## config.mk

```make
export PLATFORM = sky130hd
export DESIGN_NAME = rmst_fifo
export DESIGN_NICKNAME = d
export VERILOG_FILES = /design/src/sv/rmst_pkg.sv /design/src/sv/rmst_fifo.sv
export SDC_FILE = /design/constraint.sdc
export NUM_CORES = 1
export LEC_CHECK = 0
export BUFFER_PORTS_ARGS = -buffer_cell sky130_fd_sc_hd__buf_2
export CELL_PAD_IN_SITES_DETAIL_PLACEMENT = 1
export CELL_PAD_IN_SITES_GLOBAL_PLACEMENT = 2
export CORE_MARGIN = 5
export CORE_UTILIZATION = 35
export CTS_BUF_LIST = sky130_fd_sc_hd__clkbuf_8
export DETAILED_ROUTE_END_ITERATION = 8
export PLACE_DENSITY = 0.86
export SYNTH_ARGS = -nofsm -noshare
export SYNTH_HDL_FRONTEND = slang
export SYNTH_SLANG_ARGS = --single-unit
```

## constraint.sdc

```tcl
create_clock -name clk_i -period 5.65 [get_ports clk_i]
set_input_delay 0.8475 -clock clk_i [delete_from_list [all_inputs] [get_ports clk_i]]
set_output_delay 0.8475 -clock clk_i [all_outputs]
set_load 0.01 [all_outputs]
```

## src/sv/rmst_pkg.sv

```systemverilog
package rmst_pkg;

  localparam int MAX_ROWS    = 32;
  localparam int MAX_COLS    = 32;
  localparam int LEVELS      = 6;
  localparam int VALUE_WIDTH = 16;

  localparam int POS_W  = 5;
  localparam int CFG_W  = 6;
  localparam int PW_W   = CFG_W + 1;
  localparam int LVL_W  = $clog2(LEVELS);
  localparam int LCNT_W = $clog2(LEVELS + 1);
  localparam int LIDX_W = $clog2(LEVELS * LEVELS);
  localparam int ADDR_W = LIDX_W + 2 * POS_W;
  localparam int DEPTH  = LEVELS * LEVELS * (1 << (2 * POS_W));

  typedef enum logic [1:0] {
    KIND_LOAD  = 2'd0,
    KIND_BUILD = 2'd1,
    KIND_QUERY = 2'd2
  } kind_e;

  typedef enum logic [1:0] {
    ST_OK      = 2'd0,
    ST_BAD     = 2'd1,
    ST_UNBUILT = 2'd2
  } status_e;

  typedef enum logic [1:0] {
    OP_LOAD,
    OP_BUILD,
    OP_QUERY,
    OP_BAD
  } op_e;

  typedef enum logic {
    REG_ROWS = 1'b0,
    REG_COLS = 1'b1
  } reg_e;

  typedef enum logic [3:0] {
    BK_IDLE,
    BK_LVL,
    BK_RDA,
    BK_RDB,
    BK_WR,
    BK_Q0,
    BK_Q1,
    BK_Q2,
    BK_Q3,
    BK_QL
  } bk_state_e;

  typedef struct packed {
    logic [1:0]                    kind;
    logic [POS_W-1:0]              row_start;
    logic [POS_W-1:0]              col_start;
    logic [POS_W-1:0]              row_end;
    logic [POS_W-1:0]              col_end;
    logic signed [VALUE_WIDTH-1:0] cell_value;
  } in_item_t;

  typedef struct packed {
    logic signed [VALUE_WIDTH-1:0] max_value;
    logic [1:0]                    status;
  } out_item_t;

  typedef struct packed {
    op_e                           op;
    logic [POS_W-1:0]              r0;
    logic [POS_W-1:0]              c0;
    logic [POS_W-1:0]              rb;
    logic [POS_W-1:0]              cb;
    logic [LVL_W-1:0]              t1;
    logic [LVL_W-1:0]              t2;
    logic signed [VALUE_WIDTH-1:0] value;
  } cmd_t;

  typedef struct packed {
    logic [CFG_W-1:0] rows;
    logic [CFG_W-1:0] cols;
    logic             wr;
  } cfg_t;

  function automatic logic [ADDR_W-1:0] tab_addr(logic [POS_W-1:0] r, logic [POS_W-1:0] c,
                                                 logic [LVL_W-1:0] i, logic [LVL_W-1:0] j);
    logic [LIDX_W-1:0] li;
    li = LIDX_W'(i) * LIDX_W'(LEVELS) + LIDX_W'(j);
    return {li, r, c};
  endfunction

  // leading-one detect, capped at the top level
  function automatic logic [LVL_W-1:0] floor_log2(logic [CFG_W-1:0] v);
    int t;
    t = 0;
    for (int b = 0; b < CFG_W; b++) begin
      if (v[b]) t = b;
    end
    if (t > LEVELS - 1) t = LEVELS - 1;
    return LVL_W'(t);
  endfunction

  function automatic logic signed [VALUE_WIDTH-1:0] vmax(logic signed [VALUE_WIDTH-1:0] a,
                                                         logic signed [VALUE_WIDTH-1:0] b);
    return (a > b) ? a : b;
  endfunction

  function automatic logic [CFG_W-1:0] sat_cfg(logic [CFG_W-1:0] v, logic [CFG_W-1:0] maxv);
    logic [CFG_W-1:0] r;
    r = v;
    if (v == '0) r = CFG_W'(1);
    else if (v > maxv) r = maxv;
    return r;
  endfunction

endpackage

```

## src/sv/rmst_fifo.sv

```systemverilog
module rmst_fifo (
  input  logic           clk_i,
  input  logic           rst_ni,
  input  logic           push_valid_i,
  output logic           push_ready_o,
  input  rmst_pkg::cmd_t push_data_i,
  output logic           pop_valid_o,
  input  logic           pop_ready_i,
  output rmst_pkg::cmd_t pop_data_o
);

  rmst_pkg::cmd_t ent_q [2];
  logic           wptr_q, wptr_d, rptr_q, rptr_d;
  logic [1:0]     cnt_q, cnt_d;
  logic           push, pop;

  assign push_ready_o = (cnt_q != 2'd2);
  assign pop_valid_o  = (cnt_q != 2'd0);
  assign pop_data_o   = ent_q[rptr_q];
  assign push         = push_valid_i && push_ready_o;
  assign pop          = pop_valid_o && pop_ready_i;

  always_comb begin
    wptr_d = wptr_q ^ push;
    rptr_d = rptr_q ^ pop;
    cnt_d  = cnt_q + 2'(push) - 2'(pop);
  end

  always_ff @(posedge clk_i or negedge rst_ni) begin
    if (!rst_ni) begin
      wptr_q <= 1'b0;
      rptr_q <= 1'b0;
      cnt_q  <= 2'd0;
    end else begin
      wptr_q <= wptr_d;
      rptr_q <= rptr_d;
      cnt_q  <= cnt_d;
    end
  end

  always_ff @(posedge clk_i) begin
    if (push) ent_q[wptr_q] <= push_data_i;
  end

endmodule

```

==> reports/results.ini <==
[timing]
slew_violations=0
period_minus_slack_ns=2.85
slew_headroom=0.255
rsz0062_at_grt=false
fin_crit_sh=0.505
finalHoldViolCount=0
tns_ns=0
skew_ns=0.00791
setup_viol=0
worst_pin_slew_ns=1.12
fmax_mhz=350

[setup_path]
r2r_start=cnt_q[0]$_DFF_PN0_
worst_setup_path_start_kind=flop
crit_arrival_ns=2.01
worstPathRequired_ns=4.80
critPathMaxFanout=45
critPathLaunch=rptr_q$_DFF_PN0_
worstSetupEndpointType=output port
critPathKind=flop to output port

[placed_design]
portBuffers=93
post-place-cells=381
dp_hpwl_um=4120
place_congestion=0.699
postPlaceCellArea_um2=4000

[cts]
clkTransAtPathRegs_ns=0.08
cts_hold_buf=0
h-tree-depth=3
cts-root-buf=clkbuf_8
cts_resized=0
cts.sinks=92
cts_made_buffers=9
clock_path_buffers=2
tritoncts=yes
post_cts_buffers=0
clk_latency_ns=0.34

[synth]
synth_cell_types=20
synth_commonest_cells=edfxtp_1 (88), mux2_2 (44), buf_6 (4), dfrtp_1 (4)
synth_edf_count=88
synth_xor_area_frac=0.00513
ys_seq_area_frac=0.803
yosys.area_share.simple=0.0139
syn_inst=160
synthArstFlopShare=0.0435
synth_area_um2=3420
yosys_warnings=0
yosysMostFrequentCell=edfxtp_1
ys_ff_latch=92
synth_adder_area_share=0.00732
synth_top_family_by_area=multiplexers
netlist_top_cells_area=edfxtp_1 (77%), mux2_2 (15%), dfrtp_1 (2.9%), buf_6 (1.3%), ha_1 (0.73%)
synth_flop_cell=edfxtp_1
syn_nets=210
synth_top_area_share=0.773
yosys.area.top_type=edfxtp_1
syn_area_per_cell_um2=21.4
synth_compound_area_frac=0.00915
muxShareOfSynthArea=0.145

[cells_and_area]
final_cells=397
regArea_um2=2740
design_area_um2=4190
syn_to_final_growth_pct=22.5
multi_input_area_um2=621
antennaDiodeCount=0
fill_cells=1001
nets=309
drive_gt1_frac=0.583

[routing]
routed_wl_um=6250
final_antenna_net_count=0
vias=1760
dr.pass1.iters=4
dr.first_iter.drc_count=57
route.detailed.drc=0
avgViaCountPerCell=4.43
wl_per_cell_um=15.7

[die]
die_y_um=109
io_pins=94
start_util=0.354
rows=36
die_area_um2=11800
core_um2=9640
die_w_um=109

[grt]
gr-total-overflow=0
grt_usage=0.112
busiest_layer=met2
groute.layer.met1.usage=0.126
grt_use_met2=0.197
grt_pass1_wl_um=9800
antenna_found_initial=0
grtUsageMet3=0.0278
grt_max_degree=46
grt_pass1_vias=1986

[status]
status=completed

[pwr]
cellPowerDensity_nw_per_um2=483
p_leak_nw=1.56
finalPower_mw=2.02
vdd_drop_max_v=0.000350

[worst_hold_path]
hold_class=primary input to asynchronous set/reset pin

[job]
cap_violations=0

stage by stage:
stage | worst slack, ns | util | hold WS [ns]
finish | 2.80 | 0.434 | 0.303
global route | 2.63 | 0.434 | 0.270
CTS | 2.70 | 0.434 | 0.277
detailed placement | 3.10 | 0.415 | 0.618
global placement | 3.10 | 0.415 | 0.602
floorplan | 3.19 | - | 0.552
sequential cells by signal (all words and copies together), names as in the netlist:
name and cells:
ent_q 88, cnt_q 2, rptr_q 1, wptr_q 1
layout make-up:
cell class,instances,share of cell area
inverter,2,0.00179
clock buffer,9,0.0296
multi-input combinational,61,0.148
sequential,92,0.655
tap,133,0.0397
clock inverter,7,0.0140
timing repair buffer,93,0.111
kinds of logic (layout without fill, tap and decap cells):
logic type	count (synthesis)	after routing
DFF	92	92
muxes	44	44
and+or+nand+nor	9	9
buffers and inverters	7	111
AOI/OAI and AO/OA	4	4
adders and majority gates	2	2
xor gates and xnor gates	2	2
cells in the final DEF, fill, tap and decap left out, drive strengths merged, types with 2 or more instances in the layout:
master / count
nor2: 2
clkinv: 4
mux2: 44
ha: 2
clkbuf: 9
edfxtp: 88
dfrtp: 4
buf: 93
xnor2: 2
inv: 3
routing by layer:
| layer | part of all wire | routed length [µm] |
|---|---|---|
| met5 | 0 | 0 |
| met4 | 0.016 | 102 |
| met3 | 0.047 | 292 |
| met2 | 0.54 | 3380 |
| met1 | 0.40 | 2480 |
worst max-delay path, cell delays in order (launching register included):
cell,delay (ns)
dfrtp_2,1.08
mux2_2,0.44
buf_2,0.15
where the power goes:
part           switching, mW  total (mW)  internal, mW
Combinational          0.283       0.570         0.287
Sequential             0.105        1.04         0.936
Clock                  0.212       0.410         0.198
final timing paths:
check / endpoint / slack, ns / depth (start not counted)
worst max register to register: ent_q[0][11]$_DFFE_PP_ / 3.57 / 3
min in group clk_i: cnt_q[0]$_DFF_PN0_ / 0.64 / 1
worst max-delay path: pop_data_o[17] / 2.80 / 2
worst min-delay path: cnt_q[0]$_DFF_PN0_ / 0.30 / 1
worst min register to register: cnt_q[0]$_DFF_PN0_ / 0.64 / 1
max in group asynchronous: rptr_q$_DFF_PN0_ / 5.21 / 1
No activity file was read; power rests on OpenSTA's default activity.
