`src/sv/rmst_pkg.sv`:
```
package rmst_pkg;

  localparam int MAX_ROWS    = 32;
  localparam int MAX_COLS    = 32;
  localparam int LEVELS      = 6;
  localparam int VALUE_WIDTH = 16;

  localparam int POS_W  = 5;
  localparam int CFG_W  = 6;
  localparam int PW_W   = CFG_W + 1;
  localparam int LVL_W  = $clog2(LEVELS);
  localparam int LCNT_W = $clog2(LEVELS + 1);
  localparam int LIDX_W = $clog2(LEVELS * LEVELS);
  localparam int ADDR_W = LIDX_W + 2 * POS_W;
  localparam int DEPTH  = LEVELS * LEVELS * (1 << (2 * POS_W));

  typedef enum logic [1:0] {
    KIND_LOAD  = 2'd0,
    KIND_BUILD = 2'd1,
    KIND_QUERY = 2'd2
  } kind_e;

  typedef enum logic [1:0] {
    ST_OK      = 2'd0,
    ST_BAD     = 2'd1,
    ST_UNBUILT = 2'd2
  } status_e;

  typedef enum logic [1:0] {
    OP_LOAD,
    OP_BUILD,
    OP_QUERY,
    OP_BAD
  } op_e;

  typedef enum logic {
    REG_ROWS = 1'b0,
    REG_COLS = 1'b1
  } reg_e;

  typedef enum logic [3:0] {
    BK_IDLE,
    BK_LVL,
    BK_RDA,
    BK_RDB,
    BK_WR,
    BK_Q0,
    BK_Q1,
    BK_Q2,
    BK_Q3,
    BK_QL
  } bk_state_e;

  typedef struct packed {
    logic [1:0]                    kind;
    logic [POS_W-1:0]              row_start;
    logic [POS_W-1:0]              col_start;
    logic [POS_W-1:0]              row_end;
    logic [POS_W-1:0]              col_end;
    logic signed [VALUE_WIDTH-1:0] cell_value;
  } in_item_t;

  typedef struct packed {
    logic signed [VALUE_WIDTH-1:0] max_value;
    logic [1:0]                    status;
  } out_item_t;

  typedef struct packed {
    op_e                           op;
    logic [POS_W-1:0]              r0;
    logic [POS_W-1:0]              c0;
    logic [POS_W-1:0]              rb;
    logic [POS_W-1:0]              cb;
    logic [LVL_W-1:0]              t1;
    logic [LVL_W-1:0]              t2;
    logic signed [VALUE_WIDTH-1:0] value;
  } cmd_t;

  typedef struct packed {
    logic [CFG_W-1:0] rows;
    logic [CFG_W-1:0] cols;
    logic             wr;
  } cfg_t;

  function automatic logic [ADDR_W-1:0] tab_addr(logic [POS_W-1:0] r, logic [POS_W-1:0] c,
                                                 logic [LVL_W-1:0] i, logic [LVL_W-1:0] j);
    logic [LIDX_W-1:0] li;
    li = LIDX_W'(i) * LIDX_W'(LEVELS) + LIDX_W'(j);
    return {li, r, c};
  endfunction

  // leading-one detect, capped at the top level
  function automatic logic [LVL_W-1:0] floor_log2(logic [CFG_W-1:0] v);
    int t;
    t = 0;
    for (int b = 0; b < CFG_W; b++) begin
      if (v[b]) t = b;
    end
    if (t > LEVELS - 1) t = LEVELS - 1;
    return LVL_W'(t);
  endfunction

  function automatic logic signed [VALUE_WIDTH-1:0] vmax(logic signed [VALUE_WIDTH-1:0] a,
                                                         logic signed [VALUE_WIDTH-1:0] b);
    return (a > b) ? a : b;
  endfunction

  function automatic logic [CFG_W-1:0] sat_cfg(logic [CFG_W-1:0] v, logic [CFG_W-1:0] maxv);
    logic [CFG_W-1:0] r;
    r = v;
    if (v == '0) r = CFG_W'(1);
    else if (v > maxv) r = maxv;
    return r;
  endfunction

endpackage

```
`src/sv/rmst_front.sv`:
```
module rmst_front (
  input  logic                     clk_i,
  input  logic                     rst_ni,
  input  logic                     in_valid_i,
  output logic                     in_ready_o,
  input  rmst_pkg::in_item_t       in_data_i,
  input  logic [rmst_pkg::CFG_W-1:0] rows_i,
  input  logic [rmst_pkg::CFG_W-1:0] cols_i,
  output logic                     cmd_valid_o,
  input  logic                     cmd_ready_i,
  output rmst_pkg::cmd_t           cmd_o
);

  logic           v_q, v_d;
  rmst_pkg::cmd_t cmd_q, cmd_d;
  logic [rmst_pkg::CFG_W-1:0] r0w, c0w, r1w, c1w, hgt, wid;
  logic           take;

  assign in_ready_o  = !v_q || cmd_ready_i;
  assign cmd_valid_o = v_q;
  assign cmd_o       = cmd_q;
  assign take        = in_valid_i && in_ready_o;

  assign r0w = rmst_pkg::CFG_W'(in_data_i.row_start);
  assign c0w = rmst_pkg::CFG_W'(in_data_i.col_start);
  assign r1w = rmst_pkg::CFG_W'(in_data_i.row_end);
  assign c1w = rmst_pkg::CFG_W'(in_data_i.col_end);
  assign hgt = r1w - r0w + rmst_pkg::CFG_W'(1);
  assign wid = c1w - c0w + rmst_pkg::CFG_W'(1);

  always_comb begin
    cmd_d       = cmd_q;
    cmd_d.r0    = in_data_i.row_start;
    cmd_d.c0    = in_data_i.col_start;
    cmd_d.value = in_data_i.cell_value;
    cmd_d.t1    = rmst_pkg::floor_log2(hgt);
    cmd_d.t2    = rmst_pkg::floor_log2(wid);
    cmd_d.rb    = rmst_pkg::POS_W'(r1w + rmst_pkg::CFG_W'(1)
                  - (rmst_pkg::CFG_W'(1) << cmd_d.t1));
    cmd_d.cb    = rmst_pkg::POS_W'(c1w + rmst_pkg::CFG_W'(1)
                  - (rmst_pkg::CFG_W'(1) << cmd_d.t2));
    unique case (in_data_i.kind)
      rmst_pkg::KIND_LOAD: begin
        cmd_d.op = (r0w >= rows_i || c0w >= cols_i) ? rmst_pkg::OP_BAD : rmst_pkg::OP_LOAD;
      end
      rmst_pkg::KIND_BUILD: cmd_d.op = rmst_pkg::OP_BUILD;
      rmst_pkg::KIND_QUERY: begin
        if (r0w > r1w || c0w > c1w || r1w >= rows_i || c1w >= cols_i) begin
          cmd_d.op = rmst_pkg::OP_BAD;
        end else begin
          cmd_d.op = rmst_pkg::OP_QUERY;
        end
      end
      default: cmd_d.op = rmst_pkg::OP_BAD;
    endcase
  end

  always_comb begin
    v_d = v_q;
    if (take) v_d = 1'b1;
    else if (cmd_ready_i) v_d = 1'b0;
  end

  always_ff @(posedge clk_i or negedge rst_ni) begin
    if (!rst_ni) begin
      v_q <= 1'b0;
    end else begin
      v_q <= v_d;
    end
  end

  always_ff @(posedge clk_i) begin
    if (take) cmd_q <= cmd_d;
  end

endmodule

```
`config.mk`:
```
export PLATFORM = sky130hd
export DESIGN_NAME = rmst_front
export DESIGN_NICKNAME = d
export VERILOG_FILES = /design/src/sv/rmst_pkg.sv /design/src/sv/rmst_front.sv
export SDC_FILE = /design/constraint.sdc
export NUM_CORES = 1
export LEC_CHECK = 0
export ABC_AREA = 0
export BUFFER_PORTS_ARGS = -buffer_cell sky130_fd_sc_hd__buf_2
export CORE_ASPECT_RATIO = 2
export CORE_MARGIN = 2
export CORE_UTILIZATION = 45
export CTS_CLUSTER_DIAMETER = 30
export DETAILED_ROUTE_END_ITERATION = 8
export PLACE_DENSITY = 0.73
export SETUP_SLACK_MARGIN = 0.2
export SLEW_MARGIN = 20
export SYNTH_ARGS = -nofsm -noshare
export SYNTH_HDL_FRONTEND = slang
export SYNTH_SLANG_ARGS = --single-unit
```
`constraint.sdc`:
```
create_clock -name clk_i -period 2.45 [get_ports clk_i]
set_input_delay 0.6125 -clock clk_i [delete_from_list [all_inputs] [get_ports clk_i]]
set_output_delay 0.6125 -clock clk_i [all_outputs]
set_load 0.1 [all_outputs]
```
==> qor.yml, run 1 <==
synth_area_leaders: "edfxtp_1 45%, ha_1 25%, inv_1 4.8%, fa_1 2.7%, a21oi_1 2.5%"
die_w_um: 61.32
p_sw_share_pct: 39.80
fin_tns_setup_ns: -7.807
max-vdd-ir-drop_mv: 0.4107
synth_area_per_cell_um2: 12.22
end_kind: "register"
cts.clk_slew.worst_paths_ns: 0.07
holdWs_ns: 0.08383
min_period_ns: 3.545
dp_hpwl_um: 6013
chipHeight_um: 118.6
p_int_mw: 1.829
layout-drive-gt1-share_pct: 53.56
maxCapViolCount: 0
worst-path-max-fanout: 4
layout.nets: 524
dpl.cell_count: 480
synthDistinctLibCells: 34
detail-route-antenna-nets: 0
clkPwrFrac_pct: 22.9
syn2layout_area_growth_pct: 51.93
skew_ns: 0.003265
p_leak_nw: 2.153
antenna_found_initial: 0
dieArea_um2: 7274
dr.pass1.iters: 4
num_rows: 41
cts_inserted_buffers: 5
worstSetupPathType: "primary input to register"
vias: 2469
p_per_area_nw_per_um2: 676.5
hold_path_class: "primary input to async pin"
yosysWarningCount: 0
hold_viol: 0
syn_inst: 242
worst_pin_slew_ns: 0.6060
violations: "setup timing"
drtIter0Drc: 55
clk_latency_ns: 0.29
cts_root_buf: "clkbuf_16"
critPathLaunch: "in_data_i[17]"
worstPathArrival_ns: 3.58
layout_setup_ws_ns: -1.095
start_util_pct: 46.86
n_antenna_cell: 0
port_buffers: 99
maxSlewViolCount: 0
fmax_mhz: 282.1
setup_viol: 10
yosysTopAreaCell: "edfxtp_1"
gp_congestion: 0.8308
drc: 0
globalRouteTotalUtil_pct: 21.62
clockBufferDepth: 2
yosysSeqAreaShare_pct: 45.54
r2r-start: "cmd_valid_o"
p_comb_share_pct: 45.6
max_slew_margin_pct: 59.60
status: "finished with violations"
via_per_inst: 5.008
p_sw_mw: 1.209
grt_first_pass_wirelength_um: 11660
ys_ff_latch: 45
ff2ff_path_depth: 2
finalPower_mw: 3.039
syn_nets: 360
cts.sink_count: 45
pwr-share-seq_pct: 31.5
rsz0062_at_grt: "yes"
grt_pass1_vias: 2727
final_area_um2: 4492
avgRoutedWirePerCell_um: 15.11
start_kind: "primary input"
grt_max_degree: 45
synth_top_area_share_pct: 44.69
core_um2: 6310
required_ns: 2.49
io_pins: 100
cts_htree_levels: 2
layout.cells.non_filler: 493
wirelength_um: 7448
syn_area_um2: 2957
grt_overflow: 0
dpl_cell_area_um2: 4160
cts_tree: "built"
fin_crit_sh_pct: 144.7
-- path summary, 6_finish.rpt --
| kind | to | slack [ns] |
|---|---|---|
| setup / recovery | cmd_o[26] | -1.10 |
| hold / removal | cmd_valid_o | 0.08 |
| min in group clk_i | cmd_o[11] | 0.49 |
| setup reg to reg | cmd_o[22] | 1.04 |
| hold reg to reg | cmd_valid_o | 0.53 |
| max in group asynchronous | cmd_valid_o | 2.27 |
-- worst max-delay path, cell delays in order --
cell and delay, ns:
buf_12 0.09, inv_12 0.03, ha_4 0.26, inv_2 0.04, ha_4 0.15, fa_2 0.35, a21o_1 0.19, a21oi_2 0.17
xnor2_2 0.20, nand2b_4 0.09, buf_4 0.15, and3b_2 0.23, ha_1 0.15, inv_2 0.06, ha_4 0.23, a21o_1 0.19
a21oi_2 0.16, xnor2_2 0.14, xnor2_1 0.09
-- cell families (layout without fill, tap and decap cells) --
logic type,Yosys count,in the layout,share of synthesized area [%]
xor gates and xnor gates,14,14,4.655
DFF,45,45,45.54
AOI/OAI and AO/OA,41,41,8.802
adders and majority gates,64,64,28.10
buffers and inverters,38,203,4.824
muxes,1,1,0.3386
and+or+nand+nor,39,39,7.744
-- timing repair --
item                                    4_1_cts  5_1_grt
setup buffers                                 1        4
hold buffers                                  0        0
endpoints found under the setup margin       16       16
gates resized for setup                      23       10
pin swaps                                    18       12
gates cloned                                  0        0
-- synthesized netlist by cell type, drive strengths merged --
cell and count:
inv 38, xor2 4, and4 1, or4 2
o211a 1, o2111ai 1, nand4 1, nand3 1
nor2b 2, nor2 9, a21oi 19, nor3b 2
ha 60, or3 2, o22ai 1, and3b 2
nand4b 1, nor3 1, o32a 1, and2 1
dfrtp 1, fa 4, o31ai 2, mux2i 1
edfxtp 44, o21ai 8, xnor2 10, nand2b 9
nand2 5, a21o 8
-- power groups by stage --
stage	clock network (mW)	logic, mW	registers (mW)
after floorplan	0	0.430	1.45
after global placement	0	1.26	0.973
after detailed placement	0	1.29	0.975
after CTS	0.703	1.34	0.959
after global routing	0.730	1.48	0.966
final	0.695	1.39	0.957
-- final cells by class --
class                           count  area, um2
Tap cell                           86      107.6
Fill cell                         470       1818
Inverter                           38      170.2
Multi-Input combinational cell    159       1735
Clock buffer                        5      125.1
Timing Repair Buffer              157      980.9
Clock inverter                      3      25.02
Sequential cell                    45       1348
-- routing by layer --
metal / GRT usage [%] / wire (um)
met3: 3.720 / 331
met1: 19.20 / 2272
met5: 0 / 0
met4: 12.23 / 359
met2: 41.09 / 4484
-- per-stage QoR --
step	utilization, %	setup slack [ns]
floorplan	-	-1.206
global route	71.19	-1.197
detailed placement	65.93	-1.527
finish	71.19	-1.095
global placement	65.93	-1.415
CTS	69.90	-1.078
-- state kept, by name, indices dropped and copies added (netlist names) --
name	cells
cmd_valid_o	1
cmd_o	44
-- placed cells by master, fill, tap and decap left out, drive strengths merged --
| cell | n |
|---|---|
| buf | 157 |
| ha | 60 |
| edfxtp | 44 |
| inv | 39 |
| a21oi | 19 |
| xnor2 | 10 |
| nor2 | 9 |
| nand2b | 9 |
| a21o | 8 |
| o21ai | 8 |
| nand2 | 5 |
| clkbuf | 5 |
| fa | 4 |
| xor2 | 4 |
| and3b | 2 |
| or3 | 2 |
| or4 | 2 |
| nor3b | 2 |
| o31ai | 2 |
| nor2b | 2 |
| o22ai | 1 |
| nor3 | 1 |
| nand4 | 1 |
| mux2i | 1 |
| and4 | 1 |
| nand4b | 1 |
| o211a | 1 |
| o2111ai | 1 |
| nand3 | 1 |
| o32a | 1 |
| and2 | 1 |
| clkinv | 1 |
| clkinvlp | 1 |
| dfrtp | 1 |
No activity file was read; power rests on OpenSTA's default activity.
==> run 2, diff against run 1 <==
Settings changed: ABC_AREA 0 to 1, CORE_ASPECT_RATIO 2 to 1.2, PLACE_DENSITY 0.73 to 0.72.
==> run 2 against run 1 <==
Compared with the run above: the flow still finishes with violations (setup timing); synthesized cell count is 31% higher; area after synthesis is 6.4% higher; cell count is 13% higher; fmax is 13% higher; register-to-register slack hardly changed; via count is 6.6% higher; die area is 5.6% higher; largest cell class unchanged; sequential share of layout area is 1.5 points lower.
==> qor.yml, run 2 <==
port_buffers: 99
worst_pin_slew_ns: 0.5161
worstSetupPathType: "primary input to register"
dr.pass1.iters: 4
end_kind: "register"
grt_first_pass_wirelength_um: 11520
start_util_pct: 46.19
ff2ff_path_depth: 2
cts_inserted_buffers: 5
globalRouteTotalUtil_pct: 19.70
synthXorXnorAreaFrac_pct: 4.175
n_antenna_cell: 0
vias: 2633
dieArea_um2: 7680
drtIter0Drc: 88
maxCapViolCount: 0
synth_top_area_share_pct: 41.99
grt_overflow: 0
cts_hold_buf: 0
yosysTopAreaCell: "edfxtp_1"
syn_nets: 435
p_per_area_nw_per_um2: 626.8
yosysWarningCount: 0
ff2ff_setup_slack_ns: 1.03
register_area_um2: 1346
fin_crit_sh_pct: 127.6
largest_reg_flops: 44
layout.nets: 587
clk_latency_ns: 0.30
synth_area_per_cell_um2: 9.927
dpl.cell_count: 544
die_w_um: 80.34
num_rows: 33
ys_async_sr_fraction_pct: 2.222
worstPathArrival_ns: 3.19
synth_top_family_by_area: "adder cells"
hold_path_class: "primary input to async pin"
grt_max_degree: 38
r2r-start: "cmd_valid_o"
setup_viol: 8
io_pins: 100
cts.clk_slew.worst_paths_ns: 0.10
synth_common_cells: "70 x inv_1, 60 x ha_1, 60 x nand2_1, 44 x edfxtp_1, 17 x nor2_1"
required_ns: 2.51
synth.area.mux_share_pct: 0
synth_area_leaders: "edfxtp_1 42%, ha_1 24%, inv_1 8.3%, nand2_1 7.2%, fa_1 2.5%"
detail-route-antenna-nets: 0
dp_slack_ns: -1.112
clockBufferDepth: 2
fill_cells: 537
yosysSeqAreaShare_pct: 42.78
most-common-layout-cells: "95 x buf_2, 64 x inv_1, 52 x nand2_1"
cts_tree: "built"
skew_ns: 0.01315
status: "finished with violations"
cts_root_buf: "clkbuf_8"
gp_congestion: 0.8018
wirelength_um: 7271
core_um2: 6813
dp_hpwl_um: 5755
via_per_inst: 4.727
syn_area_um2: 3147
violations: "setup timing"
finalPower_mw: 2.964
grt_pass1_vias: 2581
ys_ff_latch: 45
maxSlewViolCount: 0
p_leak_nw: 2.274
syn2layout_area_growth_pct: 50.26
drc: 0
yosysMostFrequentCell: "inv_1"
start_kind: "primary input"
synth-edff-count: 44
avgRoutedWirePerCell_um: 13.05
synth_fa_ha_area_share_pct: 26.40
fmax_mhz: 319.9
r2r-end: "cmd_o[27]"
syn_inst: 317
synthDistinctLibCells: 24
worst-path-max-fanout: 3
layout_setup_ws_ns: -0.6765
cts_htree_levels: 2
multi_input_area_um2: 1957
min_period_ns: 3.126
final_common_cell: "buf_2"
layout-drive-gt1-share_pct: 47.66
synth-compound-area-share_pct: 3.181
critPathCapture: "cmd_o[26]"
max_slew_margin_pct: 65.83
synth-simple-area-share_pct: 15.11
cts.sink_count: 45
layout.cells.non_filler: 557
antenna_found_initial: 0
chipHeight_um: 95.61
rsz0062_at_grt: "yes"
hold_viol: 0
max-vdd-ir-drop_mv: 0.3823
synthFlopType: "edfxtp_1"
critPathLaunch: "in_data_i[17]"
## run 2: worst min-delay path by stage
stage / from / end / slack, ns / cells after the start
2_1_floorplan: rst_ni / cmd_valid_o / 0.32 / 0
3_3_place_gp: rst_ni / cmd_valid_o / 0.39 / 1
3_5_place_dp: rst_ni / cmd_valid_o / 0.40 / 1
4_1_cts: rst_ni / cmd_valid_o / 0.05 / 1
5_1_grt: rst_ni / cmd_valid_o / 0.05 / 1
6_report: rst_ni / cmd_valid_o / 0.06 / 1
## run 2: area by class of cell
cell class | instances | share of cell area [%]
multi-input combinational | 202 | 41.39
sequential | 45 | 28.47
timing repair buffer | 145 | 19.26
inverter | 70 | 6.139
tap | 87 | 2.302
clock buffer | 5 | 1.455
clock inverter | 3 | 0.9791
## run 2: kinds of logic after synthesis
kind of cell | count (synthesis)
flops | 45
buf+inv | 70
xor+xnor | 12
fa+ha+maj | 64
compound gates | 17
simple gates | 109
## run 2: where the power goes
part | internal (mW) | switching (mW)
sequential | 0.942 | 0.0147
combinational | 0.484 | 0.941
clock | 0.306 | 0.276
total | 1.73 | 1.23
## run 2: critical path, stage by stage
cell and delay [ns]:
buf_12 0.09, inv_12 0.03, ha_4 0.25, inv_2 0.04, ha_4 0.15, fa_2 0.37, nand3_2 0.10, nand2_4 0.07
xor2_4 0.22, nand2_4 0.09, nor2_4 0.13, nand2_2 0.08, ha_4 0.25, ha_4 0.23, a21oi_2 0.12, nand2_1 0.07
xnor2_1 0.13, xor2_1 0.14
## run 2: through the flow
stage	hold WS, ns	util [%]	instance area (um2)	TNS [ns]
global placement	0.3876	63.34	4315	-8.101
floorplan	0.3169	-	3391	-5.418
detailed placement	0.3977	63.34	4315	-8.607
finish	0.06382	69.40	4728	-4.203
global route	0.04626	69.40	4728	-4.897
CTS	0.05471	67.53	4601	-3.998
## run 2: timing repair
item,in CTS,in global routing
setup buffers,4,1
setup endpoints to repair,10,12
pin swaps,13,5
gates cloned,0,0
gates resized for setup,26,19
## run 2: per-layer routing
metal / track usage, % / vias to the layer above / routed length [um]
met5: 0 / - / 0
met4: 6.356 / 0 / 144
met3: 3.977 / 12 / 420
met2: 35.90 / 81 / 3804
met1: 23.01 / 1212 / 2901
li1: - / 1328 / -
==> run 3, diff against run 2 <==
==> constraint.sdc (replaced) <==
create_clock -name clk_i -period 2.45 [get_ports clk_i]
set_input_delay 0.245 -clock clk_i [delete_from_list [all_inputs] [get_ports clk_i]]
set_output_delay 0.245 -clock clk_i [all_outputs]
set_load 0.1 [all_outputs]
==> run 3 against run 2 <==
Compared with the run above: highest routed layer unchanged; largest power group unchanged; the run still ends with setup timing left; count of clock-buffer cells in the layout is the same; utilization about the same; sequential cell count is the same; critical path type unchanged; global-route usage is 0.63 points higher; sequential power about the same; design area is essentially flat.
==> qor.yml, run 3 (same netlist as run 2, synthesis figures left out) <==
status: "finished with violations"
violations: "setup timing"
layout.nets: 586
p_leak_nw: 2.283
p_per_area_nw_per_um2: 649.6
via_per_inst: 4.730
drtIter0Drc: 57
hold_path_class: "primary input to register"
cts_htree_levels: 2
finalPower_mw: 3.073
pwr-share-seq_pct: 31.2
p_sw_mw: 1.245
antenna_found_initial: 0
worstPathArrival_ns: 2.83
io_pins: 100
dpl_cell_area_um2: 4293
layout_setup_ws_ns: -0.3071
end_kind: "register"
final_common_cell: "buf_2"
fin_crit_sh_pct: 112.5
clk_latency_ns: 0.31
post-route-util_pct: 69.42
syn2layout_area_growth_pct: 50.30
gp_congestion: 0.7964
avgRoutedWirePerCell_um: 13.70
grt_overflow: 0
core_um2: 6813
layout-drive-gt1-share_pct: 46.70
min_period_ns: 2.757
chipHeight_um: 95.61
p_sw_share_pct: 40.51
detail-route-antenna-nets: 0
dp_slack_ns: -0.7480
wirelength_um: 7615
cts.sink_count: 45
maxCapViolCount: 0
max_slew_margin_pct: 61.55
start_util_pct: 46.19
required_ns: 2.52
vias: 2630
clockBufferDepth: 2
p_comb_share_pct: 46.3
grt_pass1_vias: 2639
cts_tree: "built"
dpl.cell_count: 543
n_antenna_cell: 0
worst-path-max-fanout: 4
p_int_mw: 1.828
largest_reg_flops: 44
clkPwrFrac_pct: 22.5
drc: 0
dieArea_um2: 7680
dp_hpwl_um: 5889
fmax_mhz: 362.7
final_area_um2: 4730
maxSlewViolCount: 0
layout.cells.non_filler: 556
start_kind: "primary input"
num_rows: 33
worstSetupPathType: "primary input to register"
grt_max_degree: 45
rsz0062_at_grt: "yes"
cts_root_buf: "clkbuf_8"
setup_viol: 6
dr.pass1.iters: 4
hold_viol: 0
most-common-layout-cells: "95 x buf_2, 63 x inv_1, 55 x nand2_1"
skew_ns: 0.01261
cts_inserted_buffers: 5
die_w_um: 80.34
grt_first_pass_wirelength_um: 11730
cts.clk_slew.worst_paths_ns: 0.10
worst_pin_slew_ns: 0.5767
port_buffers: 99
max-vdd-ir-drop_mv: 0.4251
globalRouteTotalUtil_pct: 20.34
==> run 3: power groups by stage <==
stage	Clock, mW	Combinational, mW	Sequential, mW
global placement	0	1.26	0.975
detailed placement	0	1.30	0.977
global route	0.742	1.53	0.965
floorplan	0	0.508	1.45
finish	0.691	1.42	0.959
CTS	0.718	1.37	0.960
==> run 3: worst max-delay path, cell delays in order <==
cell	delay, ns
buf_12	0.09
inv_12	0.03
ha_4	0.25
inv_2	0.04
ha_4	0.15
fa_2	0.36
xor2_1	0.26
a21oi_2	0.08
o21ai_4	0.19
inv_1	0.08
nand2_2	0.09
ha_4	0.20
ha_1	0.29
nand3_1	0.08
nand2_1	0.09
xnor2_2	0.15
xor2_1	0.14
==> run 3: final timing paths <==
| check | end | slack [ns] | from | cells past startpoint |
|---|---|---|---|---|
| setup / recovery | cmd_o[26] | -0.31 | in_data_i[17] | 17 |
| hold / removal | cmd_o[5] | 0.11 | in_data_i[5] | 1 |
| setup reg to reg | cmd_o[28] | 0.98 | cmd_valid_o | 2 |
| hold reg to reg | cmd_valid_o | 0.59 | cmd_valid_o | 2 |
| max in group asynchronous | cmd_valid_o | 2.13 | rst_ni | 2 |
| min in group asynchronous | cmd_valid_o | 0.24 | rst_ni | 2 |
==> run 3: per-layer routing <==
layer | vias to the layer above | track usage, % | routed length, um
met5 | - | 0 | 0
met4 | 0 | 7.345 | 131
met3 | 10 | 3.693 | 417
met2 | 80 | 37.29 | 3973
met1 | 1209 | 23.48 | 3092
li1 | 1331 | - | -
==> run 3: final cells by class <==
cell class / count / area [um2]
clock buffer: 5 / 68.82
sequential: 45 / 1346
clock inverter: 3 / 68.82
fill: 533 / 2083
tap: 87 / 108.9
timing repair buffer: 144 / 882.1
inverter: 70 / 287.8
multi-input combinational: 202 / 1967
==> run 3: metrics by stage <==
stage | hold WS, ns | setup TNS [ns]
after global routing | 0.08690 | -2.051
after CTS | 0.09326 | -1.324
after floorplan | -0.05059 | -2.363
final | 0.1099 | -1.461
after global placement | 0.02043 | -4.426
after detailed placement | 0.02277 | -4.953
==> run 3: timing repair <==
action	in CTS	in global routing
gates resized for setup	27	13
hold endpoints to repair	1	0
pin swaps	13	6
setup endpoints to repair	8	8
gates cloned	0	0
hold buffers	1	0
setup buffers	3	1
